`config.mk`:
```
export PLATFORM = sky130hd
export DESIGN_NAME = rob_ram
export DESIGN_NICKNAME = d
export VERILOG_FILES = /design/src/hdl/rob_ram.sv
export SDC_FILE = /design/constraint.sdc
export NUM_CORES = 1
export LEC_CHECK = 0
export BUFFER_PORTS_ARGS = -buffer_cell sky130_fd_sc_hd__buf_2
export CORE_ASPECT_RATIO = 2
export CORE_MARGIN = 4
export CORE_UTILIZATION = 50
export CTS_CLUSTER_DIAMETER = 100
export DETAILED_ROUTE_END_ITERATION = 8
export GPL_TIMING_DRIVEN = 0
export PLACE_DENSITY_LB_ADDON = 0.1
export SYNTH_ARGS = -nofsm -noshare
export SYNTH_HDL_FRONTEND = slang
export SYNTH_SLANG_ARGS = --single-unit
```
`constraint.sdc`:
```
create_clock -name clk -period 3.7 [get_ports clk]
set_input_delay 0.555 -clock clk [delete_from_list [all_inputs] [get_ports clk]]
set_output_delay 0.555 -clock clk [all_outputs]
set_load 0.005 [all_outputs]
```
`src/hdl/rob_ram.sv`:
```
// ---------------------------------------------------------------------------
// Generic RAM
// One write port, one read port with registered read data.
// ---------------------------------------------------------------------------
module rob_ram #(
  parameter int Width = 8,
  parameter int Depth = 32
) (
  input  logic                     clk,
  input  logic                     we,
  input  logic [$clog2(Depth)-1:0] waddr,
  input  logic [Width-1:0]         wdata,
  input  logic [$clog2(Depth)-1:0] raddr,
  output logic [Width-1:0]         rdata
);
  logic [Width-1:0] mem [Depth];

  always_ff @(posedge clk) begin
    if (we) begin
      mem[waddr] <= wdata;
    end
    rdata <= mem[raddr];
  end
endmodule

```
======== Yosys cells after proc, flatten, opt, wreduce, memory -nomap -nowiden ========
Memories as Yosys holds them, arrays and structs flattened. A register that Yosys moved wholly into a read port is not among the register bits.
Index checks and enable logic that the tools add are counted.
Widths: inputs -> output; s select.
storage, ports and cells
  register bits after elaboration ......... 0
  logic and storage cells ................. 3
  input bits .............................. 20
  memories kept ........................... 1
  bits in writable memories ............... 256
memory list
  name  depth  bits a word  read ports  clocked after memory_dff  wr ports  line  source
  mem   32     8            1           1                         1         16    logic [Width-1:0] mem [Depth];
operators by class
  mux-type cells .......................... 2
operators by type and width
  cell    number
  $mux 1  2

======== Depth between registers and ports, before layout ========
  word-level depth ........................ 2
  gate-level depth with buffers ........... 5
  gate-level depth less buffers ........... 3

======== Worst setup path before layout ========
Ideal clock, no wire load.
  path type ............................... input-to-reg
  start ................................... in raddr[2]
  end ..................................... reg rdata[0] (read register of mem)
  library setup time ...................... 0.121 ns
  path buffers ............................ 2
  arrival time ............................ 2.237 ns
  required time ........................... 3.579 ns
  stages on the path ...................... 5
  path slack .............................. 1.343 ns
  path through ............................ clkbuf_1 -> clkbuf_1 -> mux4_2 -> mux4_2 -> mux2_2
RTL lines
  element      line  source
  from (decl)  13    input logic [$clog2(Depth)-1:0] raddr,
  to (decl)    14    output logic [Width-1:0] rdata

==> impl_metrics.env <==
export IMPL_run_status="completed"
export IMPL_htree_levels=1
export IMPL_drt_total_wl_um=20700
export IMPL_post_cts_hold_buffer_count=0
export IMPL_cts_num_sinks=264
export IMPL_number_of_nets_with_antenna_violations_after_detailed_routing=0
export IMPL_drtIter0Drc=251
export IMPL_io_pins=28
export IMPL_hp_class="in2reg"
export IMPL_post_route_cells_drive_above_1_share_pct=31.9
export IMPL_finalHoldViolations=0
export IMPL_regToRegStartpoint="mem[25][2]"
export IMPL_critical_path_startpoint="raddr[2]"
export IMPL_antenna_cells=0
export IMPL_std_cell_rows=73
export IMPL_fin_worst_hold_slack_ps=536
export IMPL_required_ps=4090
export IMPL_clk_insertion_delay_late_ps=520
export IMPL_grt_usage_pct=19.4
export IMPL_numCtsBuffers=23
export IMPL_nNetsFinal=484
export IMPL_synthCells=417
export IMPL_rsz_0062_raised_after_global_routing="false"
export IMPL_area_growth_pct=12.0
export IMPL_num_vias=4290
export IMPL_slew_headroom_pct=41.6
export IMPL_final_max_slew_viol_count=0
export IMPL_grt_max_degree=33
export IMPL_synth_lib_cells_used_distinct=15
export IMPL_hold_start="raddr[3]"
export IMPL_reg2reg_setup_slack_ps=1860
export IMPL_core_region_area_sq_mm=0.0198
export IMPL_critical_path_arrival_ps=2920
export IMPL_total_number_of_yosys_warnings=0
export IMPL_gr_max_usage_layer="met2"
export IMPL_global_route_usage_met1_pct=23.2
export IMPL_rr_endpoint="rdata[2]"
export IMPL_cts_setup_buffers=0
export IMPL_power_per_cell_area_mw_per_mm2=542
export IMPL_critical_path_endpoint_type="register"
export IMPL_vias_in_the_first_global_route=4591
export IMPL_die_y_um=209
export IMPL_number_of_optimization_iterations_in_the_first_detailed_route_pass=4
export IMPL_finalWorstPathRequiredPeriod_ps=2530
export IMPL_cp_endpoint="rdata[2]"
export IMPL_overflow=0
export IMPL_nFillCells=1473
export IMPL_hold_depth=2
export IMPL_drcViolationCount=0
export IMPL_die_x_um=108
export IMPL_initial_core_utilization_pct=50.7
export IMPL_syn_num_nets=437
export IMPL_grt_pass1_wl_um=30800
export IMPL_clock_skew_final_ps=22.6
export IMPL_critical_path_class="in2reg"
export IMPL_port_buffers=22
export IMPL_setup_tns_ps=0
export IMPL_groute_layer_met2_usage_pct=36.8
export IMPL_cts_resized=0
export IMPL_cts_tree="built"
export IMPL_place_congestion=0.792
export IMPL_detail_route_vias_per_cell=5.78
export IMPL_final_setup_viol_count=0
export IMPL_placed_cell_area_sq_mm=0.0105
export IMPL_synth_area_sq_mm=0.0101
export IMPL_floorplan_die_area_sq_mm=0.0226
export IMPL_clock_root_buffer="clkbuf_16"
export IMPL_clock_path_buffers=3
export IMPL_finalCoreUtilization_pct=56.8
export IMPL_post_dp_hpwl_um=14200
export IMPL_most_common_cell_after_layout_fill_and_taps_aside="edfxtp_1"
export IMPL_largest_fanout_of_any_net_on_the_critical_path=10
export IMPL_avgSynthCellArea_sq_um=24.1
export IMPL_wire_per_inst_um=27.9
export IMPL_seq_area_frac_synth_pct=78.1
export IMPL_max_capacitance_violation_total=0
export IMPL_startpoint_type="primary input"
export IMPL_maxClockFrequency_mhz=395
export IMPL_power_static_leakage_nw=3.48
export IMPL_met3_track_demand_over_resource_in_global_routing_pct=1.89
export IMPL_synth_ff_latch_count=264
export IMPL_min_period_over_period_pct=68.4
export IMPL_worst_slew_pin_transition_ps=873
export IMPL_r2r_cells=3
export IMPL_cts_reportedPaths_clkPinSlew_ps=70
export IMPL_final_cell_mix="edfxtp_1, mux4_2, nor2_1"
export IMPL_initial_antenna_violation_count=0
export IMPL_vdd_drop_max_v=0.000408
export IMPL_fin_area_sq_mm=0.0113
[where the power goes]
group / internal, mW / switching [mW]
clock: 1.43 / 1.03
combinational: 0.135 / 0.178
sequential: 3.32 / 0.00998
[per-stage QoR]
stage / cells / setup slack [ps] / power [mW]
final: 742 / 1170 / 6.10
after CTS: 742 / 1110 / 6.16
after detailed placement: 701 / 577 / 3.72
after global routing: 742 / 1080 / 6.29
after floorplan: 417 / 1340 / 3.58
after global placement: 701 / 592 / 3.71
[registers in the layout, summed over array words and instances (netlist names)]
signal	cells
mem	256
rdata	8
[layer usage]
| layer | part of all wire (%) | up-vias |
|---|---|---|
| met3 | 3.6 | 25 |
| met2 | 59 | 113 |
| met1 | 35 | 2286 |
| met5 | 0 | - |
| met4 | 1.9 | 0 |
| li1 | - | 1866 |
[synth_stat cells (all sizes together)]
cell type	instances	area [sq um]
nand2	1	3.75
mux4	80	1800
mux2	8	90.1
buf	14	83.8
or3	1	6.26
edfxtp	256	7690
nand3b	5	37.5
or3b	3	26.3
dfxtp	8	160
clkbuf	6	22.5
nor2	33	124
nand3	2	10.0
[cell families after synthesis]
kind of cell / Yosys count / synth area share, %
DFF: 264 / 78.1
muxes: 88 / 18.8
buffers and inverters: 20 / 1.06
and+or+nand+nor: 45 / 2.07
[worst min-delay path by stage]
stage               slack (ps)         to
floorplan                  650  mem[0][0]
global placement           900   rdata[4]
detailed placement         890   rdata[4]
CTS                        520   rdata[4]
global route               540   rdata[4]
finish                     540   rdata[4]
[worst max-delay path, stage by stage]
cell and delay, ps:
clkbuf_1 460, clkbuf_1 610, mux4_2 480, mux4_2 530, mux2_2 280
[layout make-up]
| type | count | area, sq um | area share (%) |
|---|---|---|---|
| buffer | 20 | 106 | 0.945 |
| multi-input combinational | 133 | 2100 | 18.6 |
| clock buffer | 27 | 591 | 5.25 |
| timing repair buffer | 22 | 110 | 0.978 |
| clock inverter | 14 | 178 | 1.58 |
| tap | 262 | 328 | 2.91 |
| sequential | 264 | 7850 | 69.7 |
Note: power is estimated with default switching activity, not from simulation.
